`src/prb_ram.sv`:
```
// Generic single-write, single-read synchronous RAM with registered read data.
// Standalone; used for the payload store and the slot length table.
`timescale 1ns / 1ps

module prb_ram #(
    parameter int WIDTH = 8,
    parameter int DEPTH = 16
) (
    input  logic                     clk,
    input  logic                     wr_en,
    input  logic [$clog2(DEPTH)-1:0] wr_addr,
    input  logic [WIDTH-1:0]         wr_data,
    input  logic [$clog2(DEPTH)-1:0] rd_addr,
    output logic [WIDTH-1:0]         rd_data
);

    logic [WIDTH-1:0] mem [DEPTH];

    always_ff @(posedge clk)
    begin
        if (wr_en)
        begin
            mem[wr_addr] <= wr_data;
        end
        rd_data <= mem[rd_addr];
    end

endmodule

```
`config.mk`:
```
export PLATFORM = sky130hd
export DESIGN_NAME = prb_ram
export DESIGN_NICKNAME = d
export VERILOG_FILES = /design/src/prb_ram.sv
export SDC_FILE = /design/constraint.sdc
export NUM_CORES = 1
export LEC_CHECK = 0
export ABC_AREA = 1
export BUFFER_PORTS_ARGS = -buffer_cell sky130_fd_sc_hd__buf_2
export CAP_MARGIN = 20
export CORE_MARGIN = 2
export CORE_UTILIZATION = 40
export DETAILED_ROUTE_END_ITERATION = 10
export GPL_ROUTABILITY_DRIVEN = 0
export GPL_TIMING_DRIVEN = 0
export HOLD_SLACK_MARGIN = 0.08
export PLACE_DENSITY_LB_ADDON = 0.1
export SYNTH_ARGS = -nofsm -noshare
export SYNTH_HDL_FRONTEND = slang
export SYNTH_SLANG_ARGS = --single-unit
export TNS_END_PERCENT = 5
```
`constraint.sdc`:
```
create_clock -name clk -period 1.45 [get_ports clk]
set_input_delay 0.0725 -clock clk [delete_from_list [all_inputs] [get_ports clk]]
set_output_delay 0.0725 -clock clk [all_outputs]
set_load 0.03 [all_outputs]
```
# ---- Yosys cells after proc, flatten, opt, wreduce, memory -nomap -nowiden
# Memory sizes are Yosys's and may differ from the RTL's. A register that Yosys moved wholly into a read port is not among the register bits.
# Cells that the tools add are included.
dict set report classes {
  mux 2
}
# op count
set ops {}
lappend ops {{1-bit 2-to-1 mux} 2}
dict set report totals {
  regBits 0
  ramBits 128
  out_inout_bits 8
  mem_count 1
  elab_cells 3
  in_bits 18
}
# name depth width rd rd_clocked_by_memory_dff wr line
set mem_list {}
lappend mem_list {mem 16 8 1 1 1 17} ;# logic [WIDTH-1:0] mem [DEPTH];

# ---- Logic depth before layout (Yosys ltp)
# Gate-level depths: netlist of run 1.
dict set report depth {
  depth_word 2
  mapped_depth 8
  depth_no_buf 7
}

# ---- Worst setup path after synthesis of run 1
# No wires, ideal clock.
dict set report synth_path {
  path_type {input to register}
  startpoint {in wr_addr[2]}
  endpoint {mem mem[10][0] (enable)}
  cell_stages 2
  n_path_buf 0
  required_ns 1.080
  setup_time_ns 0.370
  path_slack_ns 0.427
  arrival_time_ns 0.653
  path_cell_list {nand3b_1 nor2_1}
}
# element line
set synth_lines {}
lappend synth_lines {{start, declared} 11} ;# input logic [$clog2(DEPTH)-1:0] wr_addr,
lappend synth_lines {{end, declared} 17}
# Straight into the memory's write port.

==> summary.txt, run 1 <==
wire length per cell = 18.6 µm
first-pass GRT wire length = 22300 µm
Design Power = 9.03 mW
Filler cells = 1355
die width = 124 µm
Synth area leader = edfxtp_1
Die ar. = 15400 µm²
PD cells = 1350 nW/µm²
flops & latches, synth = 136
Worst path most repeated cell = nand3_1
Layout Utilization = 47.6%
Tcrit/Tclk final = 92.6%
PortBufs = 22
Largest stage delay, worst path = 530 ps
vias in the first global route = 3711
crit-path cells = dlygate4sd3_1 > buf_2 > inv_1 > buf_4 > nand3_1 > nand3_1 > nand2_1
Setup crit end kind = flip-flop
run status = complete, no violations
crit path max fanout = 10
worst reg2reg setup slack = 430 ps
Synthesized Nets = 569
RSZ-0062 raised after global routing = no
Root Driver = clkbuf_16
setup violators final = 0
final hold vios = 0
Hold Crit Class = in -> reg
Crit path buffers/inverters = 4
worst-margin pin slew = 982 ps
Synthesis Warnings = 0
die extent in y = 124 µm
Initial Util = 41.2%
CP delay by family, top = buffers and inverters
drt first pass iters = 5
antenna violations before repair = 0
Cell Area, Synth = 5770 µm²
Pleak = 2.89 nW
fin crit period = 1340 ps
Layout area overhead = 15.5%
Clock Latency Late Sink = 420 ps
Synth area leaders = edfxtp_1 (67%), nand2_1 (11%), nand3_1 (8.4%)
Worst-path clk slew = 60 ps
share of the synthesized area in the top cell type = 66.7%
hpwl dp = 9440 µm
drt total wl = 14600 µm
Max-cap violations = 0
sequential fraction of the synthesis area = 69.4%
1st-iter DRT viols = 325
Remaining DRCs = 0
Congestion Overflow GR = 0
highest metal used = met4
H-tree levels = 4
Avg Inst Size Synth = 10.5 µm²
gate count of the mapped netlist = 551
clock skew = 3.23 ps
Ports = 26
# nets final = 612
Pins Over Slew Limit = 0
Fmax = 745 MHz
core area = 14000 µm²
# diodes = 0
Setup WS pre-CTS = -198 ps
Setup CP Type = in -> reg
met3 wire length = 879 µm
TritonCTS Buffers = 17
routed vias/inst = 4.79
Required @ worst endpoint = 1750 ps
post-CTS sizing = 0
pin count of the biggest net entering global routing = 17
clock sinks = 136
CP startpoint kind = input pin
Max-slew headroom = 34.3%
Post-DRT Antenna Nets = 0
via count = 3764
CTS tree = done
M1 WL = 6690 µm
Cell variety after synth = 12
worst hold margin = 85.8 ps
highest ir drop seen on vdd = 797 µV
CTS max path bufs = 2
gr usage total = 21.2%
layout cells sized above 1 = 11.9%
metal2 WL = 6750 µm
Core Rows = 43
crit path setup slack, layout = 107 ps
Worst Path Arrival = 1640 ps
critical-path cell with the highest stage delay = dlygate4sd3_1
-- final cells by class --
cell class                 instances  area [µm²]  share of cell area [%]
inverter                         102         383                    5.75
buffer                            24         166                    2.50
clock buffer                      17         425                    6.38
tap                              180         225                    3.38
timing repair buffer              24         130                    1.95
clock inverter                    14         115                    1.73
multi-input combinational        289        1210                    18.2
sequential                       136        4000                    60.1
-- per-stage QoR --
| step | setup TNS [ps] | area, µm² | cells |
|---|---|---|---|
| 2_1_floorplan | 0 | 5770 | 551 |
| 3_3_place_gp | -6910 | 6100 | 753 |
| 3_5_place_dp | -7300 | 6100 | 753 |
| 4_1_cts | 0 | 6660 | 786 |
| 5_1_grt | 0 | 6660 | 786 |
| 6_report | 0 | 6660 | 786 |
-- cell usage after synthesis --
master / count
nand2_1: 173
edfxtp_1: 128
inv_1: 100
nand3_1: 97
nor2_1: 17
buf_2: 13
dfxtp_1: 8
buf_6: 6
buf_4: 4
inv_2: 2
nand3b_1: 2
buf_1: 1
-- path summary, 6_finish.rpt --
| check | startpoint | to | cells after the start |
|---|---|---|---|
| setup / recovery | rd_addr[2] | rd_data[3] | 7 |
| hold / removal | wr_data[6] | mem[14][6] | 1 |
| setup reg to reg | mem[15][3] | rd_data[3] | 6 |
| hold reg to reg | mem[6][2] | rd_data[2] | 6 |
-- per-layer routing --
layer,GRT usage [%],vias to the layer above
met5,0,-
met4,9.41,0
met3,4.62,20
met2,31.5,108
met1,29.8,1778
li1,-,1858
-- registers in the layout, indices dropped and copies added, names as in the netlist --
signal / count
rd_data: 8
mem: 128
-- placed cells by master, fill, tap and decap left out, types with 6 or more instances in the layout --
cell	n
buf_2	35
nand2_1	173
nand3_1	97
dfxtp_1	8
nor2_1	17
clkbuf_16	17
edfxtp_1	128
clkinv_1	6
inv_1	100
buf_6	6
-- cells by family (layout without fill, tap and decap cells) --
| kind of cell | Yosys count | count (layout) | share of synthesized area (%) |
|---|---|---|---|
| buffers and inverters | 126 | 181 | 9.52 |
| AND/OR/NAND/NOR | 289 | 289 | 21.0 |
| flip-flops | 136 | 136 | 69.4 |
-- where the power goes --
| part | internal, mW | switching [mW] | leakage, nW | total (mW) |
|---|---|---|---|---|
| sequential | 4.40 | 0.0208 | 1.22 | 4.42 |
| combinational | 0.173 | 0.459 | 1.40 | 0.632 |
| clock | 2.46 | 1.52 | 0.267 | 3.98 |
-- timing repair --
item / 4_1_cts / 5_1_grt
hold endpoints to repair: 16 / 0
hold buffers: 2 / 0
setup buffers: 0 / 0
No activity file was read; power rests on OpenSTA's default activity.
==> run 2: changes to the inputs <==
--- a/config.mk
+++ b/config.mk
@@ -7,7 +7,7 @@
 export LEC_CHECK = 0
 export ABC_AREA = 1
 export BUFFER_PORTS_ARGS = -buffer_cell sky130_fd_sc_hd__buf_2
-export CAP_MARGIN = 20
+export CAP_MARGIN = 40
 export CORE_MARGIN = 2
 export CORE_UTILIZATION = 40
 export DETAILED_ROUTE_END_ITERATION = 10
==> constraint.sdc (replaced) <==
create_clock -name clk -period 1.4 [get_ports clk]
set_input_delay 0.07 -clock clk [delete_from_list [all_inputs] [get_ports clk]]
set_output_delay 0.07 -clock clk [all_outputs]
set_load 0.03 [all_outputs]
==> run 2 against run 1 <==
- critical path type unchanged
- via count rose by 2.8%
- sequential power up 4%
- critical path depth is the same
- highest routed layer unchanged
- register-to-register slack got worse by 80 ps
- wire length up 0.88%
- core utilization increased by 0.31 points
==> summary.txt, run 2 (synthesis gave the netlist of run 1 again) <==
RSZ-0062 raised after global routing = no
Max-slew headroom = 41.5% (+7.1 points)
number of flip-flops in the largest register = 128 (unchanged)
RR Startpoint = mem[14][7]
critical-path cell with the highest stage delay = dlygate4sd3_1
Inst Count DP = 758 (+0.66%)
Root Driver = clkbuf_16
setup violators final = 0 (unchanged)
run status = complete, no violations
most common cell after layout, fill and taps aside = nand2_1
fin crit period = 1290 ps
first-pass GRT wire length = 22500 µm (+1.0%)
design area = 6710 µm² (+0.66%)
Crit path buffers/inverters = 4 (unchanged)
CP startpoint kind = input pin
via count = 3871 (+2.8%)
TritonCTS Buffers = 17 (unchanged)
Clock Latency Late Sink = 420 ps (about the same)
H-tree levels = 4 (unchanged)
Congestion Overflow GR = 0 (unchanged)
gr usage total = 21.4% (+0.21 points)
worst reg2reg setup slack = 350 ps (-80 ps)
pin count of the biggest net entering global routing = 17 (unchanged)
worst-margin pin slew = 875 ps (-107 ps)
PortBufs = 22 (unchanged)
Design Power = 9.39 mW (+4.1%)
met3 Use GR = 5.22% (+0.60 points)
final hold vios = 0 (unchanged)
non-filler cells, final = 791 (+0.64%)
CTS max path bufs = 2 (unchanged)
die extent in y = 124 µm (unchanged)
Tcrit/Tclk final = 92.2%
die width = 124 µm (unchanged)
drt total wl = 14800 µm (+0.88%)
antenna violations before repair = 0 (unchanged)
Max-cap violations = 0 (unchanged)
postcts setup bufs = 0 (unchanged)
wire length per cell = 18.6 µm (+0.24%)
met1 usage = 30.2% (+0.34 points)
Remaining DRCs = 0 (unchanged)
cells on worst reg2reg path = 6 (unchanged)
Worst Path Arrival = 1650 ps (about the same)
Ports = 26 (unchanged)
Setup crit end kind = flip-flop
Initial Util = 41.2% (unchanged)
crit path max fanout = 10 (unchanged)
# diodes = 0 (unchanged)
drt first pass iters = 5 (unchanged)
Pins Over Slew Limit = 0 (unchanged)
hold endpoint = mem[2][1]
CP delay by family, top = buffers and inverters
sum of negative setup slack = 0 ps (unchanged)
most frequent cells in the layout = nand2_1 (173), edfxtp_1 (128), inv_1 (99)
Required @ worst endpoint = 1760 ps (about the same)
Core Rows = 43 (unchanged)
hpwl dp = 9600 µm (+1.6%)
routed vias/inst = 4.89 (+2.2%)
highest ir drop seen on vdd = 708 µV (-11%)
Setup CP Type = in -> reg
largest registers = mem x128, rd_data x8
layout cells sized above 1 = 12.8% (+0.88 points)
crit-path cells = dlygate4sd3_1 > buf_2 > clkinvlp_4 > buf_4 > nand3_1 > nand3_1 > nand2_1
clock sinks = 136 (unchanged)
CTS tree = done
Layout area overhead = 16.3%
1st-iter DRT viols = 377 (+16%)
Hold Crit Class = in -> reg
Fmax = 775 MHz
Pleak = 2.90 nW (+0.60%)
Largest Register = mem
vias in the first global route = 3696 (-0.40%)
PD cells = 1400 nW/µm² (+3.4%)
Worst-path clk slew = 50 ps (about the same)
clock skew = 4.70 ps (+1.47 ps)
# nets final = 617 (+0.82%)
placed cell areas = 6140 µm² (+0.62%)
worst reg2reg endpoint = rd_data[7]
hold-critical path depth = 1 (unchanged)
Die ar. = 15400 µm² (unchanged)
HP Start = wr_data[1]
core area = 14000 µm² (unchanged)
Worst path most repeated cell = nand3_1
Largest stage delay, worst path = 520 ps (about the same)
busiest layer in global routing = met2
met2 Use GR = 32.1% (+0.65 points)
Post-DRT Antenna Nets = 0 (unchanged)
Layout Utilization = 47.9% (+0.31 points)
==> run 2: area by class of cell <==
| class | instances | area (µm²) |
|---|---|---|
| clock buffer | 19 | 433 |
| clock inverter | 12 | 110 |
| tap | 180 | 225 |
| sequential | 136 | 4000 |
| buffer | 24 | 166 |
| multi-input combinational | 289 | 1210 |
| timing repair buffer | 29 | 168 |
| inverter | 102 | 387 |
| fill | 1313 | 7280 |
==> run 2: how the worst max path moves through the flow <==
stage	start	to	slack, ps	depth (start not counted)
after floorplan	wr_addr[2]	mem[10][0]	380	2
after global placement	wr_addr[3]	mem[6][1]	-240	3
after detailed placement	wr_addr[3]	mem[4][0]	-190	3
after CTS	rd_addr[2]	rd_data[4]	80	7
after global routing	rd_addr[2]	rd_data[3]	60	7
final	rd_addr[2]	rd_data[7]	110	7
==> run 2: what timing repair did <==
action | in CTS | in global routing
hold buffers | 2 | 0
gates resized for setup | 0 | 1
setup endpoints to repair | 0 | 2
hold endpoints to repair | 6 | 0
==> run 2: stage by stage <==
stage	hold WS [ps]	setup WS, ps
after floorplan	169	379
after global placement	505	-236
after detailed placement	506	-185
after CTS	86.5	81.2
after global routing	81.3	55.9
final	84.9	110
==> run 2: power by group <==
part	total (mW)	internal (mW)	switching, mW	leakage [nW]
combinational	0.659	0.182	0.477	1.42
clock	4.16	2.56	1.60	0.262
sequential	4.58	4.55	0.0222	1.22
==> run 2: routing by layer <==
metal,part of all wire [%],wire [µm],vias to the layer above
li1,-,-,1868
met4,1.9,280,0
met5,0,0,-
met3,6.4,939,21
met2,45,6630,143
met1,47,6900,1839
