## src/prb_pkg.sv

```systemverilog
// Shared types, sizes and helpers for the packet ring buffer.
// Depends on nothing; every other file of the block but prb_ram uses it.
`timescale 1ns / 1ps

package prb_pkg;

    localparam int SLOTS      = 16;
    localparam int SLOT_BYTES = 2048;

    localparam int SLOT_W    = $clog2(SLOTS);
    localparam int IDX_W     = $clog2(SLOT_BYTES);
    localparam int CNT_W     = $clog2(SLOT_BYTES + 1);
    localparam int LIM_W     = 12;
    localparam int CMP_W     = (CNT_W > LIM_W) ? CNT_W : LIM_W;
    localparam int PAY_AW    = SLOT_W + IDX_W;
    localparam int PAY_DEPTH = SLOTS << IDX_W;

    typedef enum logic {
        KIND_PUSH = 1'b0,
        KIND_POP  = 1'b1
    } kind_t;

    localparam logic STATUS_EMPTY = 1'b0;
    localparam logic STATUS_VALID = 1'b1;

    typedef struct packed {
        kind_t            kind;
        logic [7:0]       byte_value;
        logic             last_byte;
        logic [LIM_W-1:0] read_limit;
    } item_t;

    typedef struct packed {
        logic       status;
        logic [7:0] out_byte;
        logic       end_of_packet;
    } result_t;

    typedef struct packed {
        logic              en;
        logic [PAY_AW-1:0] addr;
        logic [7:0]        data;
    } pay_wr_t;

    typedef struct packed {
        logic              en;
        logic [SLOT_W-1:0] addr;
        logic [CNT_W-1:0]  data;
    } len_wr_t;

    typedef struct packed {
        logic busy;
        logic out_full;
    } rd_stat_t;

    function automatic logic [SLOT_W-1:0] next_slot(input logic [SLOT_W-1:0] s);
        logic [SLOT_W-1:0] r;
        if (s == SLOT_W'(SLOTS - 1))
            r = '0;
        else
            r = s + 1'b1;
        return r;
    endfunction

endpackage

```

## src/prb_wr_ctrl.sv

```systemverilog
// Write side: drop decision, length saturation, payload and length writes.
// Depends on prb_pkg.
`timescale 1ns / 1ps

module prb_wr_ctrl (
    input  logic                      clk,
    input  logic                      rst_n,
    input  logic                      push_fire,
    input  logic [7:0]                byte_value,
    input  logic                      last_byte,
    input  logic [prb_pkg::SLOT_W-1:0] tail,
    output logic [prb_pkg::SLOT_W-1:0] head,
    output prb_pkg::pay_wr_t          pay_wr,
    output prb_pkg::len_wr_t          len_wr
);
    import prb_pkg::*;

    logic [SLOT_W-1:0] head_reg, head_next;
    logic [CNT_W-1:0]  wc_reg, wc_next;
    logic              drop_reg, drop_next;
    logic              full, drop_now, room;
    logic [CNT_W-1:0]  wc_inc;

    always_comb
    begin
        full     = (next_slot(head_reg) == tail);
        // The drop decision is made only on the first beat of a packet.
        drop_now = drop_reg || ((wc_reg == '0) && full);
        room     = (wc_reg < CNT_W'(SLOT_BYTES));
        wc_inc   = room ? (wc_reg + 1'b1) : wc_reg;

        pay_wr.en   = push_fire && !drop_now && room;
        pay_wr.addr = {head_reg, wc_reg[IDX_W-1:0]};
        pay_wr.data = byte_value;

        len_wr.en   = push_fire && !drop_now && last_byte;
        len_wr.addr = head_reg;
        len_wr.data = wc_inc;

        head_next = head_reg;
        wc_next   = wc_reg;
        drop_next = drop_reg;
        if (push_fire)
        begin
            if (drop_now)
            begin
                drop_next = !last_byte;
            end
            else if (last_byte)
            begin
                head_next = next_slot(head_reg);
                wc_next   = '0;
            end
            else
            begin
                wc_next = wc_inc;
            end
        end
    end

    always_ff @(posedge clk or negedge rst_n)
    begin
        if (!rst_n)
        begin
            head_reg <= '0;
            wc_reg   <= '0;
            drop_reg <= 1'b0;
        end
        else
        begin
            head_reg <= head_next;
            wc_reg   <= wc_next;
            drop_reg <= drop_next;
        end
    end

    assign head = head_reg;

endmodule

```

## config.mk

```make
export PLATFORM = sky130hd
export DESIGN_NAME = prb_wr_ctrl
export DESIGN_NICKNAME = d
export VERILOG_FILES = /design/src/prb_pkg.sv /design/src/prb_wr_ctrl.sv
export SDC_FILE = /design/constraint.sdc
export NUM_CORES = 1
export LEC_CHECK = 0
export BUFFER_PORTS_ARGS = -buffer_cell sky130_fd_sc_hd__buf_2
export CORE_MARGIN = 2
export CORE_UTILIZATION = 35
export CTS_CLUSTER_DIAMETER = 100
export DETAILED_ROUTE_END_ITERATION = 12
export GPL_TIMING_DRIVEN = 0
export PLACE_DENSITY = 0.63
export SETUP_SLACK_MARGIN = 0.3
export SLEW_MARGIN = 15
export SYNTH_ARGS = -nofsm -noshare
export SYNTH_HDL_FRONTEND = slang
export SYNTH_SLANG_ARGS = --single-unit
export TNS_END_PERCENT = 5
```

## constraint.sdc

```tcl
create_clock -name clk -period 2.25 [get_ports clk]
set_clock_uncertainty 0.1 [all_clocks]
set_input_delay 0.1125 -clock clk [delete_from_list [all_inputs] [get_ports clk]]
set_output_delay 0.1125 -clock clk [all_outputs]
set_load 0.005 [all_outputs]
```

=== Word level (Yosys, flattened, before mapping) ===
Cells that the tools add are included.

* Register bits: 17

* Add/subtract/negate cells: 2
* Magnitude comparators: 1
* Equality and inequality tests: 2
* Muxes and demuxes: 3
* Bitwise gates (word level): 1
* Reductions and logical operators: 11

{| class="wikitable"
|+ Operator list
! kind !! number
|-
| 12-bit 2-to-1 mux || 2
|-
| 12-bit by 1-bit adder with 12-bit output, second input constant || 1
|-
| 12-bit logical NOT || 1
|-
| 12-bit < comparator, second input constant || 1
|-
| 4-bit by 1-bit adder with 4-bit output, second input constant || 1
|-
| 4-bit == test || 1
|-
| 4-bit == test, second input constant || 1
|-
| 1-bit logical AND || 4
|-
| 4-bit 2-to-1 mux || 1
|-
| 2-bit AND reduction || 2
|-
| 3-bit AND reduction || 1
|-
| 1-bit logical NOT || 2
|-
| 1-bit logical OR || 1
|-
| 1-bit NOT || 1
|}

=== Depth between registers and ports, before layout ===
* Depth in word-level cells: 8
* Depth in mapped cells: 8
* Gate-level depth less buffers: 7

=== Worst setup path before layout ===
No wires, ideal clock.

* Path type: register to register
* From: register head_reg[0] (netlist: head[0])
* To: register head_reg[0] (netlist: head[0])
* Setup time: 128 ps
* Arrival time: 2058 ps
* Path slack: -35 ps
* Cell stages (with the launch flop): 8
* Buffers on the path: 0
* Clock period less this slack: 2285 ps
* Cells stage by stage: dfrtp_1 ha_1 nor2b_1 a221oi_2 xnor2_1 o41ai_2 or2_2 mux2_1

* Longest elaborated chain between the ends: 7
* Elaborated cells between the ends (all ways): 8
* Those cells by class: 1 x add/sub; 2 x eq/ne; 1 x mux; 1 x bitwise; 3 x reduce/logical

{| class="wikitable"
|+ Ends and longest elaborated chain
! what !! RTL line !! RTL
|-
| start: declaration || prb_wr_ctrl.sv:18 || <nowiki>logic [SLOT_W-1:0] head_reg, head_next;</nowiki>
|-
| start signal: assignment || prb_wr_ctrl.sv:71 || <nowiki>head_reg <= head_next;</nowiki>
|-
| 4-bit by 1-bit adder with 4-bit output or 4-bit == test (tied branches) || prb_pkg.sv:61, prb_pkg.sv:58 ||
|-
| 4-bit 2-to-1 mux (*) || prb_pkg.sv:58 || <nowiki>if (s == SLOT_W'(SLOTS - 1))</nowiki>
|-
| 4-bit == test || prb_wr_ctrl.sv:26 || <nowiki>full = (next_slot(head_reg) == tail);</nowiki>
|-
| 1-bit logical AND || prb_wr_ctrl.sv:28 || <nowiki>drop_now = drop_reg || ((wc_reg == '0) && full);</nowiki>
|-
| 1-bit logical OR || prb_wr_ctrl.sv:28 ||
|-
| 1-bit NOT (no line) || - ||
|-
| 3-bit AND reduction (no line) || - ||
|}

Every way passes the cells marked *; elsewhere a longest branch is shown, timed or not.
A chain may end at the register's enable or synchronous reset.

==> impl_metrics.ini <==
[power_and_ir_drop]
power-per-cell-area_nw_per_um2 = 984.1
fin_total_pwr_uw = 1964
vdd_ir_drop_max_uv = 425.2
p_leak_uw = 0.001011

[floorplan]
core_region_area_sq_um = 3689
initial_utilization_pct = 36.74
die-area_sq_um = 4385
die_h_um = 66.22
die_width_um = 66.22
design.portCount = 61
fp-row-count = 22

[clock_network]
clk_pin_slew_ns = 0.07
tritoncts.num_buffers = 3
clock_tree.buffer_depth = 2
htree_num_levels = 1
tritoncts_clock_tree = done
cts.root.buffer_cell = sky130_fd_sc_hd__clkbuf_8
tritoncts_num_sinks = 17
clkLatencyLatePin_ns = 0.25

[global_route]
grt_pass1_wl_um = 5754
grt_max_degree = 18
global_route.overflow_total = 0
grt_antenna_before_repair = 0
track_usage_pct = 16.77
via_count_of_the_first_global_routing_pass = 1280

[worst_hold_path]
hold-path-endpoint = drop_reg
worst_hold_path.num_cells = 2
hold_start = push_fire
holdCritPathClass = primary input to register

[setup_path]
crit_fanout = 5
timing.reg2reg.worst_path_depth = 6
end_kind = output port
r2r_end = head[1]
worstPathArrival_ns = 2.01
cp_data_required_time_ns = 2.04
critPathKind = register to output port
timing.reg2reg.setup_slack_ns = 0.10
regToRegStartpoint = head[0]
critical_path.startpoint_type = register

[layout]
fill_count = 364
final_util_pct = 54.10
finalInstanceArea_sq_um = 1996
antenna_diode_count = 0
post_layout_net_count = 246
multi_input_comb_area_sq_um = 842.1
number_of_flip_flops_under_the_largest_register_name = 12
ratio_of_cells_with_drive_above_1_in_the_final_layout_pct = 56.19
register_area_sq_um = 431.7
instances_no_fill = 274
area_overhead_of_the_layout_relative_to_synthesis_pct = 47.28

[synth]
syn-mean-instance-area_sq_um = 8.469
synth.cell_area_sq_um = 1355
yosysTopAreaCell = sky130_fd_sc_hd__dfrtp_1
synth_ff_type = sky130_fd_sc_hd__dfrtp_1
synth_seq_cells = 17
syn_inst = 160
synth_enable_flop_cells = 0
postSynth.asyncResetShare_pct = 100.0
synth_top_area_share_pct = 31.39
ys_top_cells_by_area = sky130_fd_sc_hd__dfrtp_1 31%, sky130_fd_sc_hd__buf_4 15%, sky130_fd_sc_hd__xnor2_1 7.1%
ys.warnings.count = 0
syn-num-nets = 179
portion_of_the_post_synthesis_area_used_by_sequential_elements_pct = 31.39
ys_types = 35

[run]
drv_cap = 0

[placement]
port_buffers = 52
placedCellCount = 260
gp_congestion = 0.7525
detailedPlacementHpwl_um = 2421
dpl_cell_area_sq_um = 1699

[drt]
wl_um = 3376
viasPerCell = 4.869
detailedRoute.firstIterationViolations = 19
first_drt_pass_iteration_count = 4
vias = 1334
drc = 0
final_routed_wire_length_divided_by_cell_count_um = 12.32
final_antenna_net_count = 0

[sta]
hold_violations = 0
achievable-frequency_ghz = 0.4490
unrepaired_setup_endpoints_after_global_routing = true
report.final.setup_viol = 0
layout_worst_path_cycle_share_pct = 98.99
finalSetupTns_ns = 0
maxSlewViolCount = 0
max-slew-margin-rel_pct = 67.17
minimum_clock_period_ns = 2.227
timing_worst_slew_pin_value_ns = 0.4925

[outcome]
status = finished, final reports clean
## report_power, final
| group | switching (uW) | leakage (uW) | internal [uW] | total, uW |
|---|---|---|---|---|
| clock network | 110 | 0.0000228 | 126 | 236 |
| registers | 111 | 0.000221 | 378 | 489 |
| logic | 547 | 0.000767 | 692 | 1240 |
| total | 768 | 0.00101 | 1200 | 1960 |
## what timing repair did
| action | CTS | global route |
|---|---|---|
| cloned | 0 | 0 |
| endpoints found under the hold margin | 17 | 0 |
| buffers inserted | 9 | 0 |
| setup endpoints to repair | 25 | 26 |
| hold buffers | 1 | 0 |
| gates resized for setup | 17 | 31 |
| pin swaps | 7 | 8 |
## cells in the mapped netlist (4+ instances only)
| cell | count |
|---|---|
| sky130_fd_sc_hd__inv_1 | 6 |
| sky130_fd_sc_hd__nand2_1 | 16 |
| sky130_fd_sc_hd__xnor2_1 | 11 |
| sky130_fd_sc_hd__xor2_1 | 5 |
| sky130_fd_sc_hd__nor2_1 | 8 |
| sky130_fd_sc_hd__nor2b_1 | 4 |
| sky130_fd_sc_hd__clkbuf_1 | 5 |
| sky130_fd_sc_hd__nand3_1 | 4 |
| sky130_fd_sc_hd__a21oi_1 | 6 |
| sky130_fd_sc_hd__buf_4 | 27 |
| sky130_fd_sc_hd__dfrtp_1 | 17 |
| sky130_fd_sc_hd__o21ai_0 | 13 |
## kinds of logic after synthesis
group / synth area share [%]
AND/OR/NAND/NOR: 21.61
buffers and inverters: 18.74
AO/OA/AOI/OAI: 12.65
flip-flops: 31.39
XOR/XNOR: 10.34
multiplexers: 2.493
adder cells (fa/ha/maj): 2.770
## cell type report
type / count / share of cell area [%]
Multi-Input combinational cell: 103 / 42.19
Sequential cell: 17 / 21.63
Timing Repair Buffer: 62 / 17.30
Buffer: 34 / 12.48
Tap cell: 48 / 3.009
Clock buffer: 4 / 2.257
Inverter: 6 / 1.129
## worst max-delay path, stage by stage, from the launching register on
cell	delay, ns
sky130_fd_sc_hd__dfrtp_2	0.45
sky130_fd_sc_hd__ha_4	0.29
sky130_fd_sc_hd__xnor2_2	0.10
sky130_fd_sc_hd__nand4_1	0.17
sky130_fd_sc_hd__o41ai_4	0.41
sky130_fd_sc_hd__or2_4	0.20
sky130_fd_sc_hd__inv_2	0.03
sky130_fd_sc_hd__buf_2	0.11
## layout by cell type, fill, tap and decap left out, types with 4 or more instances in the layout
cell,instances
sky130_fd_sc_hd__xnor2_2,4
sky130_fd_sc_hd__dfrtp_1,12
sky130_fd_sc_hd__nor2_1,7
sky130_fd_sc_hd__nand2_1,16
sky130_fd_sc_hd__buf_4,36
sky130_fd_sc_hd__buf_2,53
sky130_fd_sc_hd__dfrtp_2,5
sky130_fd_sc_hd__o21ai_1,5
sky130_fd_sc_hd__a21oi_1,6
sky130_fd_sc_hd__xnor2_1,7
sky130_fd_sc_hd__o21ai_0,8
sky130_fd_sc_hd__clkbuf_1,4
sky130_fd_sc_hd__xor2_1,5
## stage by stage
stage,worst slack [ns],hold WS (ns)
6_report,0.02283,0.0008965
4_1_cts,-0.01820,0.002608
5_1_grt,-0.1027,0.02425
3_5_place_dp,-0.08672,-0.03798
2_1_floorplan,0.1235,-0.2831
3_3_place_gp,-0.06510,-0.04182
## layer usage
layer	global-route usage (%)	wire (um)	vias to the layer above
met1	20.88	1504	616
met4	7.908	72	0
li1	-	-	656
met5	0	0	-
met3	1.704	187	7
met2	28.75	1612	55
## worst max path at each step
stage / startpoint / to / slack [ns] / cells after the start
after floorplan: head[0] / head[0] / 0.12 / 6
after detailed placement: head[0] / head[1] / -0.09 / 6
final: head[0] / len_wr[16] / 0.02 / 7
after global placement: head[0] / head[1] / -0.07 / 6
after global routing: wc_reg[3] / len_wr[16] / -0.10 / 7
after CTS: head[0] / pay_wr[23] / -0.02 / 7
No activity file was read; power rests on OpenSTA's default activity.
