$ cat config.mk
export PLATFORM = sky130hd
export DESIGN_NAME = prb_rd_ctrl
export DESIGN_NICKNAME = d
export VERILOG_FILES = /design/src/prb_pkg.sv /design/src/prb_rd_ctrl.sv
export SDC_FILE = /design/constraint.sdc
export NUM_CORES = 1
export LEC_CHECK = 0
export ABC_AREA = 1
export BUFFER_PORTS_ARGS = -buffer_cell sky130_fd_sc_hd__buf_2
export CAP_MARGIN = 20
export CORE_ASPECT_RATIO = 1.4
export CORE_MARGIN = 1.5
export CORE_UTILIZATION = 58
export CTS_CLUSTER_DIAMETER = 150
export DETAILED_ROUTE_END_ITERATION = 10
export PLACE_DENSITY = 0.85
export SYNTH_ARGS = -nofsm -noshare
export SYNTH_HDL_FRONTEND = slang
export SYNTH_SLANG_ARGS = --single-unit
export TNS_END_PERCENT = 100
$ cat constraint.sdc
create_clock -name clk -period 6.2 [get_ports clk]
set_input_delay 1.24 -clock clk [delete_from_list [all_inputs] [get_ports clk]]
set_output_delay 1.24 -clock clk [all_outputs]
set_load 0.02 [all_outputs]
$ cat src/prb_pkg.sv
// Shared types, sizes and helpers for the packet ring buffer.
// Depends on nothing; every other file of the block but prb_ram uses it.
`timescale 1ns / 1ps

package prb_pkg;

    localparam int SLOTS      = 16;
    localparam int SLOT_BYTES = 2048;

    localparam int SLOT_W    = $clog2(SLOTS);
    localparam int IDX_W     = $clog2(SLOT_BYTES);
    localparam int CNT_W     = $clog2(SLOT_BYTES + 1);
    localparam int LIM_W     = 12;
    localparam int CMP_W     = (CNT_W > LIM_W) ? CNT_W : LIM_W;
    localparam int PAY_AW    = SLOT_W + IDX_W;
    localparam int PAY_DEPTH = SLOTS << IDX_W;

    typedef enum logic {
        KIND_PUSH = 1'b0,
        KIND_POP  = 1'b1
    } kind_t;

    localparam logic STATUS_EMPTY = 1'b0;
    localparam logic STATUS_VALID = 1'b1;

    typedef struct packed {
        kind_t            kind;
        logic [7:0]       byte_value;
        logic             last_byte;
        logic [LIM_W-1:0] read_limit;
    } item_t;

    typedef struct packed {
        logic       status;
        logic [7:0] out_byte;
        logic       end_of_packet;
    } result_t;

    typedef struct packed {
        logic              en;
        logic [PAY_AW-1:0] addr;
        logic [7:0]        data;
    } pay_wr_t;

    typedef struct packed {
        logic              en;
        logic [SLOT_W-1:0] addr;
        logic [CNT_W-1:0]  data;
    } len_wr_t;

    typedef struct packed {
        logic busy;
        logic out_full;
    } rd_stat_t;

    function automatic logic [SLOT_W-1:0] next_slot(input logic [SLOT_W-1:0] s);
        logic [SLOT_W-1:0] r;
        if (s == SLOT_W'(SLOTS - 1))
            r = '0;
        else
            r = s + 1'b1;
        return r;
    endfunction

endpackage

$ cat src/prb_rd_ctrl.sv
// Read side: issues payload and length reads, forms the popped beat and
// advances the tail. Depends on prb_pkg.
`timescale 1ns / 1ps

module prb_rd_ctrl (
    input  logic                       clk,
    input  logic                       rst_n,
    input  logic                       pop_fire,
    input  logic [prb_pkg::LIM_W-1:0]  read_limit,
    input  logic [prb_pkg::SLOT_W-1:0] head,
    output logic [prb_pkg::SLOT_W-1:0] tail,
    output logic [prb_pkg::PAY_AW-1:0] pay_raddr,
    output logic [prb_pkg::SLOT_W-1:0] len_raddr,
    input  logic [7:0]                 pay_rdata,
    input  logic [prb_pkg::CNT_W-1:0]  len_rdata,
    input  logic                       out_ready,
    output logic                       out_valid,
    output prb_pkg::result_t           out_data,
    output prb_pkg::rd_stat_t          stat
);
    import prb_pkg::*;

    logic [SLOT_W-1:0] tail_reg, tail_next;
    logic [CNT_W-1:0]  rc_reg, rc_next;
    logic [LIM_W-1:0]  lim_reg, lim_next;
    logic              pend_reg, pend_next;
    logic              oval_reg, oval_next;
    result_t           res_reg, res_next;

    logic              empty, eop;
    logic [IDX_W-1:0]  idx;
    logic [CMP_W-1:0]  lim_eff, len_ext, n;
    logic [CMP_W:0]    rc_plus;

    // Reads go out every cycle from the current tail and count; the data is
    // used in the cycle after a pop is taken, and no write can touch the
    // stored packet at the tail in between.
    always_comb
    begin
        if (rc_reg >= CNT_W'(SLOT_BYTES))
            idx = IDX_W'(SLOT_BYTES - 1);
        else
            idx = rc_reg[IDX_W-1:0];
    end

    assign pay_raddr = {tail_reg, idx};
    assign len_raddr = tail_reg;

    always_comb
    begin
        empty   = (head == tail_reg);
        lim_eff = (lim_reg == '0) ? CMP_W'(1) : CMP_W'(lim_reg);
        len_ext = CMP_W'(len_rdata);
        n       = (lim_eff < len_ext) ? lim_eff : len_ext;
        rc_plus = (CMP_W + 1)'(rc_reg) + 1'b1;
        eop     = (rc_plus >= {1'b0, n});

        pend_next = pop_fire;
        lim_next  = pop_fire ? read_limit : lim_reg;
        tail_next = tail_reg;
        rc_next   = rc_reg;
        res_next  = res_reg;
        oval_next = oval_reg && !out_ready;

        if (pend_reg)
        begin
            oval_next = 1'b1;
            if (empty)
            begin
                res_next.status        = STATUS_EMPTY;
                res_next.out_byte      = '0;
                res_next.end_of_packet = 1'b0;
            end
            else
            begin
                res_next.status        = STATUS_VALID;
                res_next.out_byte      = pay_rdata;
                res_next.end_of_packet = eop;
                if (eop)
                begin
                    tail_next = next_slot(tail_reg);
                    rc_next   = '0;
                end
                else
                begin
                    rc_next = rc_reg + 1'b1;
                end
            end
        end
    end

    always_ff @(posedge clk or negedge rst_n)
    begin
        if (!rst_n)
        begin
            tail_reg <= '0;
            rc_reg   <= '0;
            lim_reg  <= '0;
            pend_reg <= 1'b0;
            oval_reg <= 1'b0;
            res_reg  <= '0;
        end
        else
        begin
            tail_reg <= tail_next;
            rc_reg   <= rc_next;
            lim_reg  <= lim_next;
            pend_reg <= pend_next;
            oval_reg <= oval_next;
            res_reg  <= res_next;
        end
    end

    assign tail          = tail_reg;
    assign out_valid     = oval_reg;
    assign out_data      = res_reg;
    assign stat.busy     = pend_reg;
    assign stat.out_full = oval_reg && !out_ready;

endmodule

# Word-level counts from Yosys, hierarchy flattened
# Index checks and enable logic that the tools add are counted.
# Widths: inputs -> output; s select.
dict set report totals {
  reg_bits 40
  latchBits 0
  ram_bits 0
  rom_bits 0
  word_cells 29
  n_memories 0
}
dict set report classes {
  n_addsub 3
  mul 0
  n_div 0
  order_cmp 3
  eq_ne 2
  shift 0
  n_mux 7
  bitwise 1
  reduce_logical 5
}
# operator count
set op_table {}
lappend op_table {{$mux 12} 3}
lappend op_table {{$add 12x1->13 const B} 1}
lappend op_table {{$ge 13x12->1} 1}
lappend op_table {{$add 12x1->12 const B} 1}
lappend op_table {{$ge 12x12->1 const B} 1}
lappend op_table {{$logic_not 12->1} 1}
lappend op_table {{$lt 12x12->1} 1}
lappend op_table {{$mux 11} 1}
lappend op_table {{$mux 10} 1}
lappend op_table {{$add 4x1->4 const B} 1}
lappend op_table {{$eq 4x4->1} 1}
lappend op_table {{$eq 4x4->1 const B} 1}
lappend op_table {{$mux 4} 1}
lappend op_table {{$reduce_and 3->1} 1}
lappend op_table {{$reduce_and 2->1} 1}
lappend op_table {{$logic_and 1x1->1} 1}
lappend op_table {{$logic_not 1->1} 1}
lappend op_table {{$mux 1} 1}
lappend op_table {{$not 1->1} 1}

# Longest topological paths before layout
# Gate-level depths: netlist (run 1).
dict set report logic_depth {
  word_depth 6
  depth_mapped 24
}

# Worst setup path after synthesis (run 1)
# OpenSTA, ideal clock, no wires.
dict set report synth_path {
  kind {input to register}
  startpoint {in len_rdata[5] (netlist name)}
  endpoint {reg rc_reg[1]}
  arrival_ns 3.682
  required_time_ns 6.118
  path_slack_ns 2.436
  path_stages 18
  n_path_buf 2
  path_cell_list {inv_1 -> ha_1 -> a21o_1 -> nand3_1 -> a21oi_1 -> nor4_2 -> nand2_1 -> buf_6 -> nand2_1 -> nand2_1 -> ha_1 -> a21oi_1 -> o21ai_0 -> or2_2 -> nand4_1 -> nand2_2 -> buf_6 -> o22ai_1}
}
dict set report synth_via {
  elab_chain_len 4
}
# element line
set synth_lines {}
lappend synth_lines {{start: declaration} prb_rd_ctrl.sv:15} ;# input logic [prb_pkg::CNT_W-1:0] len_rdata,
lappend synth_lines {{$lt 12x12->1} prb_rd_ctrl.sv:54} ;# n = (lim_eff < len_ext) ? lim_eff : len_ext;
lappend synth_lines {{$mux 12 *} prb_rd_ctrl.sv:54}
lappend synth_lines {{$ge 13x12->1 *} prb_rd_ctrl.sv:56} ;# eop = (rc_plus >= {1'b0, n});
lappend synth_lines {{$mux 12 *} prb_rd_ctrl.sv:79} ;# if (eop)
lappend synth_lines {{end signal: assignment} prb_rd_ctrl.sv:106} ;# rc_reg <= rc_next;
lappend synth_lines {{end: declaration} prb_rd_ctrl.sv:24} ;# logic [CNT_W-1:0] rc_reg, rc_next;
# Mark *: on every way between the ends. The rest lies on a longest branch, timed or not.
# A chain may end at the register's enable or synchronous reset.

# Worst setup path after layout (run 1)
dict set report layout_path {
  startpoint {in len_rdata[5] (netlist name)}
  endpoint {reg tail_reg[1], in the netlist len_raddr[1]}
}
dict set report layout_via {
  elab_chain_len 4
}
# element line
set layout_lines {}
lappend layout_lines {{$lt 12x12->1} prb_rd_ctrl.sv:54}
lappend layout_lines {{$mux 12 *} prb_rd_ctrl.sv:54}
lappend layout_lines {{$ge 13x12->1 *} prb_rd_ctrl.sv:56}
lappend layout_lines {{$reduce_and 3->1 (no source line) *} n/a}
lappend layout_lines {{end signal: assignment} prb_rd_ctrl.sv:105} ;# tail_reg <= tail_next;
lappend layout_lines {{end: declaration} prb_rd_ctrl.sv:23} ;# logic [SLOT_W-1:0] tail_reg, tail_next;
# Marks and branches as above.

==> results.yml, run 1 <==
pwr:
  power.static_leakage_nw: 1.85
  comb_power_share_pct: 52.7
  clkPwrFrac_pct: 15.2
  sequentialPowerShare_pct: 32.1
  netSwitchingPower_mw: 0.531
  power.density_cell_area_mw_per_mm2: 360
  internal_power_mw: 0.637
  power.share.switching_pct: 45.4
  irDropWorstVdd_v: 0.000166
synthesis:
  post-synth-top-area-fraction_pct: 34.7
  post_synth.cell_area_avg_sq_um: 8.03
  mappedNetlistArea_sq_mm: 0.00288
  post_synthesis_adder_cell_area_fraction_pct: 11.3
  muxShareOfSynthArea_pct: 0
  synth_xor_area_share_pct: 4.26
  post_synth_and_or_nand_nor_area_fraction_pct: 24.8
  cell_taking_the_most_area_after_synthesis: "sky130_fd_sc_hd__dfrtp_1"
  netlist-cell-type-count: 34
  synth.area.top_cells: "sky130_fd_sc_hd__dfrtp_1, sky130_fd_sc_hd__nand2_1, sky130_fd_sc_hd__ha_1"
  synth-compound-area-share_pct: 12.3
  netlist_instances: 359
  largest_family_of_logic_cells_by_synthesized_area: "simple AND/OR/NAND/NOR gates"
  seq_area_frac_synth_pct: 34.7
  ys.warnings.count: 0
  yosys_register_bits: 40
  postSynthNetCount: 425
sta:
  finalCriticalPeriod_ns: 4.17
  total_negative_slack_ns: 0
  fmax_mhz: 240
  report.final.slew_viol_count: 0
  smallest_setup_slack_after_layout_ns: 2.03
  worst_slew_pin_slew_ns: 0.848
  fin_worst_skew_ns: 0.00430
  period_share_pct: 67.3
  finalSetupViolCount: 0
  rsz0062_at_grt: "no"
  hold_viol: 0
  worst_rel_slew_slack_pct: 43.5
global_route:
  maximum_number_of_pins_on_one_net_before_global_route_repair: 41
  overall_routing_resource_usage_pct: 21.7
  groute.layer.met3.usage_pct: 4.42
  grt_first_pass_wirelength_mm: 9.52
  congestion_overflow_gr: 0
  antenna_found_initial: 0
  grt_pass1_vias: 2311
  busiest_layer: "met2"
  use_met1_pct: 24.6
  groute.layer.met2.usage_pct: 39.7
worst_setup_path:
  endpoint_kind: "flip-flop"
  criticalPathCategory: "in -> reg"
  crit_path_max_incr_delay_ns: 0.32
  worstPathMaxFanout: 16
  worstReg2RegStart: "lim_reg[5]"
  critical_path_arrival_ns: 4.36
  critical_path_required_ns: 6.38
  cell_with_the_most_instances_on_the_worst_path: "sky130_fd_sc_hd__nand2_1"
  slowest_stage: "sky130_fd_sc_hd__nand2_2"
  cp_cell_sequence: "buf_2 > inv_1 > ha_1 > a21o_1 > nand3_1 > a21oi_1 > nor4_2 > buf_4 > nand2_1 > nand2_1 > nand2_1 > ha_1 > nand2_1 > nor2_1 > nand4_1 > o21ai_0 > a21oi_1 > nand2_2 > nand2_1 > nand2_1 > nand2_1"
  launch_point_of_the_critical_path: "len_rdata[5]"
  critical_path.startpoint_type: "primary input"
finish:
  postLayoutCoreUtil_pct: 67.6
  insertedDiodeCount: 0
  final_nets: 479
  syn_to_final_growth_pct: 12.7
  num-fill-cells: 428
  fin_area_sq_mm: 0.00325
  ratio_of_cells_with_drive_above_1_in_the_final_layout_pct: 25.8
  layoutNonFillerInstCount: 478
clocking:
  cts-root-buf: "sky130_fd_sc_hd__clkbuf_8"
  cts_buffers: 5
  clock_path_buffers: 2
  post_cts_setup_inserts: 0
  clkLatencyLatePin_ns: 0.29
  clk_transition_reported_paths_ns: 0.07
  cts_tree: "built"
  ctsHoldBuffers: 0
  cts.repair.resized: 0
  cts_sinks: 40
  h-tree-depth: 2
detailed_routing:
  detail-route-antenna-nets: 0
  wl_mm: 5.55
  routed_via_count_divided_by_cell_count: 5.14
  detail_route.first_pass.iterations: 4
  routed_via_count: 2455
  initialDrtViolationCount: 104
  remaining_drc_errors: 0
  wl_per_cell_um: 11.6
place:
  hpwlAfterDp_mm: 4.34
  placedCellCount: 470
  postPlaceCellArea_sq_mm: 0.00315
  detailedPlace.worstSlack_ns: 1.75
  io_buffers: 75
  place_congestion: 0.832
flow_run:
  drv.max_cap_violation_count: 0
outcome:
  outcome: "finished clean"
die:
  core_region_area_sq_mm: 0.00480
  floorplan.rows: 30
  floorplan.die.height_um: 86.4
  initial_utilization_pct: 60.0
  die_width_um: 62.6
  top_level_ports: 76
  die_area_sq_mm: 0.00541
worst_hold_path:
  min-delay-path-class: "reg -> reg"
  hold_path_startpoint: "out_data[9]"
-- path summary, 6_finish.rpt --
| kind | cells past startpoint | endpoint | slack, ns |
|---|---|---|---|
| hold / removal | 2 | out_data[9] | 0.48 |
| setup / recovery | 21 | len_raddr[1] | 2.03 |
| min in group asynchronous | 1 | out_valid | 1.05 |
| hold reg to reg | 2 | out_data[9] | 0.48 |
| max in group asynchronous | 1 | lim_reg[1] | 4.62 |
| setup reg to reg | 19 | len_raddr[1] | 2.71 |
-- synthesized netlist by cell type --
master,instances
sky130_fd_sc_hd__buf_6,4
sky130_fd_sc_hd__ha_1,26
sky130_fd_sc_hd__xnor2_1,2
sky130_fd_sc_hd__inv_1,45
sky130_fd_sc_hd__nor3_2,1
sky130_fd_sc_hd__buf_2,2
sky130_fd_sc_hd__nand3_1,21
sky130_fd_sc_hd__xor2_1,12
sky130_fd_sc_hd__nor2_2,1
sky130_fd_sc_hd__inv_2,1
sky130_fd_sc_hd__or2_0,1
sky130_fd_sc_hd__a21o_1,1
sky130_fd_sc_hd__nor2_1,11
sky130_fd_sc_hd__o22ai_2,9
sky130_fd_sc_hd__o21ai_0,20
sky130_fd_sc_hd__dfrtp_1,40
sky130_fd_sc_hd__or2_2,1
sky130_fd_sc_hd__nor3_4,1
sky130_fd_sc_hd__buf_12,1
sky130_fd_sc_hd__nor3_1,4
sky130_fd_sc_hd__nor4_2,1
sky130_fd_sc_hd__o22ai_1,2
sky130_fd_sc_hd__nor2_8,1
sky130_fd_sc_hd__a22o_1,8
sky130_fd_sc_hd__and3_1,1
sky130_fd_sc_hd__nand3b_1,3
sky130_fd_sc_hd__o21a_1,1
sky130_fd_sc_hd__buf_4,9
sky130_fd_sc_hd__nand2_2,7
sky130_fd_sc_hd__a21oi_1,9
sky130_fd_sc_hd__nand4_1,6
sky130_fd_sc_hd__clkbuf_1,13
sky130_fd_sc_hd__nand3_2,1
sky130_fd_sc_hd__nand2_1,93
-- per-layer routing --
metal	part of all wire [%]	wire [um]	up-vias
met1	39	2180	1120
met2	54	3000	67
met4	1.7	97	0
met3	4.9	271	10
li1	-	-	1258
met5	0	0	-
-- cells in the final DEF, fill, tap and decap left out, types with 7 or more instances in the layout --
| cell type | synthesis | layout |
|---|---|---|
| sky130_fd_sc_hd__inv_1 | 45 | 45 |
| sky130_fd_sc_hd__a22o_1 | 8 | 8 |
| sky130_fd_sc_hd__nand2_1 | 93 | 93 |
| sky130_fd_sc_hd__buf_2 | 2 | 75 |
| sky130_fd_sc_hd__nand2_2 | 7 | 7 |
| sky130_fd_sc_hd__a21oi_1 | 9 | 9 |
| sky130_fd_sc_hd__xor2_1 | 12 | 12 |
| sky130_fd_sc_hd__nor2_1 | 11 | 11 |
| sky130_fd_sc_hd__ha_1 | 26 | 26 |
| sky130_fd_sc_hd__o22ai_2 | 9 | 9 |
| sky130_fd_sc_hd__o21ai_0 | 20 | 20 |
| sky130_fd_sc_hd__dfrtp_1 | 40 | 40 |
| sky130_fd_sc_hd__nand3_1 | 21 | 21 |
-- layout make-up --
class | instances | area (sq um) | area share, %
Inverter | 46 | 173 | 5.32
Tap cell | 64 | 80.1 | 2.47
Timing Repair Buffer | 76 | 383 | 11.8
Multi-Input combinational cell | 244 | 1520 | 46.7
Clock inverter | 1 | 7.51 | 0.231
Clock buffer | 7 | 86.3 | 2.66
Sequential cell | 40 | 1000 | 30.8
-- power by group through the flow --
| stage | Clock, mW | Combinational [mW] | Sequential [mW] |
|---|---|---|---|
| 6_report | 0.177 | 0.615 | 0.375 |
| 3_5_place_dp | 0 | 0.617 | 0.380 |
| 4_1_cts | 0.180 | 0.621 | 0.375 |
| 5_1_grt | 0.193 | 0.687 | 0.385 |
| 3_3_place_gp | 0 | 0.600 | 0.377 |
| 2_1_floorplan | 0 | 0.470 | 0.398 |
-- metrics by stage --
stage / power [mW] / hold slack (ns)
after floorplan: 0.868 / 0.525
after global placement: 0.977 / 0.464
after detailed placement: 0.997 / 0.471
after CTS: 1.18 / 0.489
after global routing: 1.26 / 0.509
final: 1.17 / 0.483
-- worst max-delay path, delay by kind of cell --
kind                     cells  cell delay (ns)
AND/OR/NAND/NOR             12             1.64
adder cells (fa/ha/maj)      2             0.59
AO/OA/AOI/OAI                4             0.54
buffers and inverters        3             0.34
-- kinds of logic after synthesis --
| logic type | count (synthesis) |
|---|---|
| simple gates | 154 |
| buf+inv | 75 |
| compound gates | 50 |
| flops | 40 |
| fa+ha+maj | 26 |
| xor+xnor | 14 |
No activity file was read; power rests on OpenSTA's default activity.
==> run 2, diff against run 1 <==
--- a/config.mk
+++ b/config.mk
@@ -5,15 +5,15 @@
 export SDC_FILE = /design/constraint.sdc
 export NUM_CORES = 1
 export LEC_CHECK = 0
-export ABC_AREA = 1
+export ABC_AREA = 0
 export BUFFER_PORTS_ARGS = -buffer_cell sky130_fd_sc_hd__buf_2
 export CAP_MARGIN = 20
 export CORE_ASPECT_RATIO = 1.4
 export CORE_MARGIN = 1.5
-export CORE_UTILIZATION = 58
+export CORE_UTILIZATION = 53
 export CTS_CLUSTER_DIAMETER = 150
 export DETAILED_ROUTE_END_ITERATION = 10
-export PLACE_DENSITY = 0.85
+export PLACE_DENSITY = 0.79
 export SYNTH_ARGS = -nofsm -noshare
 export SYNTH_HDL_FRONTEND = slang
 export SYNTH_SLANG_ARGS = --single-unit
==> constraint.sdc (replaced) <==
create_clock -name clk -period 4 [get_ports clk]
set_input_delay 0.8 -clock clk [delete_from_list [all_inputs] [get_ports clk]]
set_output_delay 0.8 -clock clk [all_outputs]
set_load 0.02 [all_outputs]
==> run 2 against run 1 <==
Against the previous run: die area increased by 4.4%; sequential share of layout area decreased by 0.31 points; first-iteration DRC count is 42% lower; cell area up 1.0%; clock-buffer cell count is 2 lower; clock skew up 0.0010 ns; clock power rose by 45%; combinational power up 47%; highest routed layer unchanged.
==> results.yml, run 2 <==
worst_setup_path:
  slowest_stage: "sky130_fd_sc_hd__a2111oi_4"
  crit_path_max_incr_delay_ns: 0.44
  critical_path.startpoint_type: "primary input"
  cell_with_the_most_instances_on_the_worst_path: "sky130_fd_sc_hd__buf_4"
  worst-r2r-cell-count: 16
  critical_path_required_ns: 4.17
  critical_path_arrival_ns: 4.12
  worstPathMaxFanout: 6
  criticalPathCategory: "in -> reg"
  endpoint_kind: "flip-flop"
  cp_cell_sequence: "buf_2 > inv_1 > ha_1 > a211oi_2 > nand2_1 > o21ai_2 > a21oi_2 > a2111oi_4 > buf_4 > buf_4 > mux2i_1 > ha_1 > nand4_1 > nor3_2 > o31ai_2 > buf_4 > a31oi_4 > mux2_1"
die:
  die_area_sq_mm: 0.00565
  floorplan.rows: 30
  die_width_um: 63.9
  initial_utilization_pct: 56.0
  top_level_ports: 76
  floorplan.die.height_um: 88.3
  core_region_area_sq_mm: 0.00492
synthesis:
  synth_edf_count: 0
  synth.top_cells.by_count: "sky130_fd_sc_hd__dfrtp_1, sky130_fd_sc_hd__ha_1, sky130_fd_sc_hd__inv_1, sky130_fd_sc_hd__nand2_1, sky130_fd_sc_hd__nor2_1"
  largest_family_of_logic_cells_by_synthesized_area: "simple AND/OR/NAND/NOR gates"
  seq_area_frac_synth_pct: 36.3
  ys.warnings.count: 0
  netlist_instances: 282
  post_synth.cell_area_avg_sq_um: 9.77
  cell_taking_the_most_area_after_synthesis: "sky130_fd_sc_hd__dfrtp_1"
  postSynthNetCount: 348
  synth_xor_area_share_pct: 4.77
  synth_top_flop_cell: "sky130_fd_sc_hd__dfrtp_1"
  post_synthesis_adder_cell_area_fraction_pct: 11.8
  post-synth-top-area-fraction_pct: 36.3
  yosys.cell_count.top_type: "sky130_fd_sc_hd__dfrtp_1"
  yosys_register_bits: 40
  synth-compound-area-share_pct: 13.4
  synth_async_sr_flop_share_pct: 100
  muxShareOfSynthArea_pct: 10.5
  post_synth_and_or_nand_nor_area_fraction_pct: 15.2
  synth.area.top_cells: "sky130_fd_sc_hd__dfrtp_1, sky130_fd_sc_hd__ha_1, sky130_fd_sc_hd__mux2_2"
  mappedNetlistArea_sq_mm: 0.00276
  netlist-cell-type-count: 43
global_route:
  overall_routing_resource_usage_pct: 21.4
  maximum_number_of_pins_on_one_net_before_global_route_repair: 41
  congestion_overflow_gr: 0
  grt_pass1_vias: 2170
  antenna_found_initial: 0
  grt_first_pass_wirelength_mm: 9.54
detailed_routing:
  routed_via_count: 2253
  remaining_drc_errors: 0
  routed_via_count_divided_by_cell_count: 5.51
  detail_route.first_pass.iterations: 4
  wl_per_cell_um: 14.5
  wl_mm: 5.92
  initialDrtViolationCount: 60
  detail-route-antenna-nets: 0
sta:
  worst_slew_pin_slew_ns: 1.09
  period_share_pct: 98.7
  finalSetupViolCount: 0
  fin_worst_skew_ns: 0.00535
  worst_rel_slew_slack_pct: 26.8
  report.final.slew_viol_count: 0
  hold_viol: 0
  fmax_mhz: 253
  finalCriticalPeriod_ns: 3.95
  hold_ws_ns: 0.475
  rsz0062_at_grt: "yes"
clocking:
  cts_buffers: 5
  clk_transition_reported_paths_ns: 0.07
  h-tree-depth: 2
  cts-root-buf: "sky130_fd_sc_hd__clkbuf_8"
  cts_tree: "built"
  cts_sinks: 40
  clock_path_buffers: 2
  clkLatencyLatePin_ns: 0.29
worst_hold_path:
  min-delay-path-class: "reg -> reg"
  holdPathStages: 1
finish:
  syn_to_final_growth_pct: 19.0
  layout_commonest_cell: "sky130_fd_sc_hd__buf_2"
  final_nets: 411
  insertedDiodeCount: 0
  fin_area_sq_mm: 0.00328
  mostFrequentLayoutCells: "sky130_fd_sc_hd__buf_2, sky130_fd_sc_hd__dfrtp_1, sky130_fd_sc_hd__ha_1, sky130_fd_sc_hd__inv_1, sky130_fd_sc_hd__nand2_1"
  ratio_of_cells_with_drive_above_1_in_the_final_layout_pct: 38.3
pwr:
  power.density_cell_area_mw_per_mm2: 547
  post-layout-total-power_mw: 1.79
  power.static_leakage_nw: 1.66
  irDropWorstVdd_v: 0.000293
place:
  postPlaceCellArea_sq_mm: 0.00310
  io_buffers: 75
  place_congestion: 0.830
  hpwlAfterDp_mm: 4.42
flow_run:
  drv.max_cap_violation_count: 0
outcome:
  outcome: "finished clean"
[run 2: cell types whose count changed after synthesis, moves of 11 or more]
cell,previous run,this run
sky130_fd_sc_hd__inv_1,45,18
sky130_fd_sc_hd__or2_2,1,12
sky130_fd_sc_hd__nand2_1,93,17
sky130_fd_sc_hd__o21ai_0,20,2
sky130_fd_sc_hd__mux2_2,0,13
sky130_fd_sc_hd__mux2i_1,0,11
[run 2: worst max-delay path, delay by kind of cell]
kind	cells	cell delay (ns)
compound gates	6	1.22
buf+inv	5	0.59
simple gates	3	0.46
mux	2	0.43
fa+ha+maj	2	0.61
[run 2: per-layer routing]
metal	track usage, %	wire length, um
met2	39.2	3150
met4	8.30	125
met3	3.69	249
met1	24.9	2400
met5	0	0
[run 2: timing repair]
item | 4_1_cts | 5_1_grt
buffers inserted | 0 | 4
resized for setup | 0 | 15
hold buffers | 0 | 0
setup endpoints to repair | 0 | 10
[run 2: per-stage QoR]
| step | setup TNS (ns) | setup WS (ns) | std cells | util, % |
|---|---|---|---|---|
| 2_1_floorplan | 0 | 0.266 | 282 | - |
| 3_3_place_gp | 0 | 0.0226 | 398 | 63.0 |
| 3_5_place_dp | -0.775 | -0.103 | 398 | 63.0 |
| 4_1_cts | 0 | 0.189 | 405 | 64.6 |
| 5_1_grt | -1.38 | -0.142 | 409 | 66.7 |
| 6_report | 0 | 0.0536 | 409 | 66.7 |
[run 2: cell families after synthesis]
logic type	count (synthesis)
AO/OA/AOI/OAI	47
XOR/XNOR	15
adder cells (fa/ha/maj)	26
buffers and inverters	46
flip-flops	40
multiplexers	27
AND/OR/NAND/NOR	81
[run 2: power breakdown]
group          internal (mW)  switching, mW  total (mW)
clock network          0.118          0.138       0.256
logic                  0.405          0.499       0.904
registers              0.490          0.144       0.634
[run 2: path summary, 6_finish.rpt]
check | startpoint | end | slack [ns]
worst max-delay path | len_rdata[3] | len_raddr[1] | 0.05
worst min-delay path | out_data[9] | out_data[9] | 0.47
worst max register to register | lim_reg[3] | len_raddr[1] | 0.26
worst min register to register | out_data[9] | out_data[9] | 0.47
max in group asynchronous | rst_n | out_valid | 2.82
min in group asynchronous | rst_n | rc_reg[3] | 0.62
[run 2: cell type report]
class	count	area [sq um]
repair buffers	84	450
multi-input cells	196	1600
clock inverters	2	12.5
fillers	413	1640
inverters	18	67.6
flip-flops and latches	40	1000
clock buffers	5	68.8
well taps	64	80.1
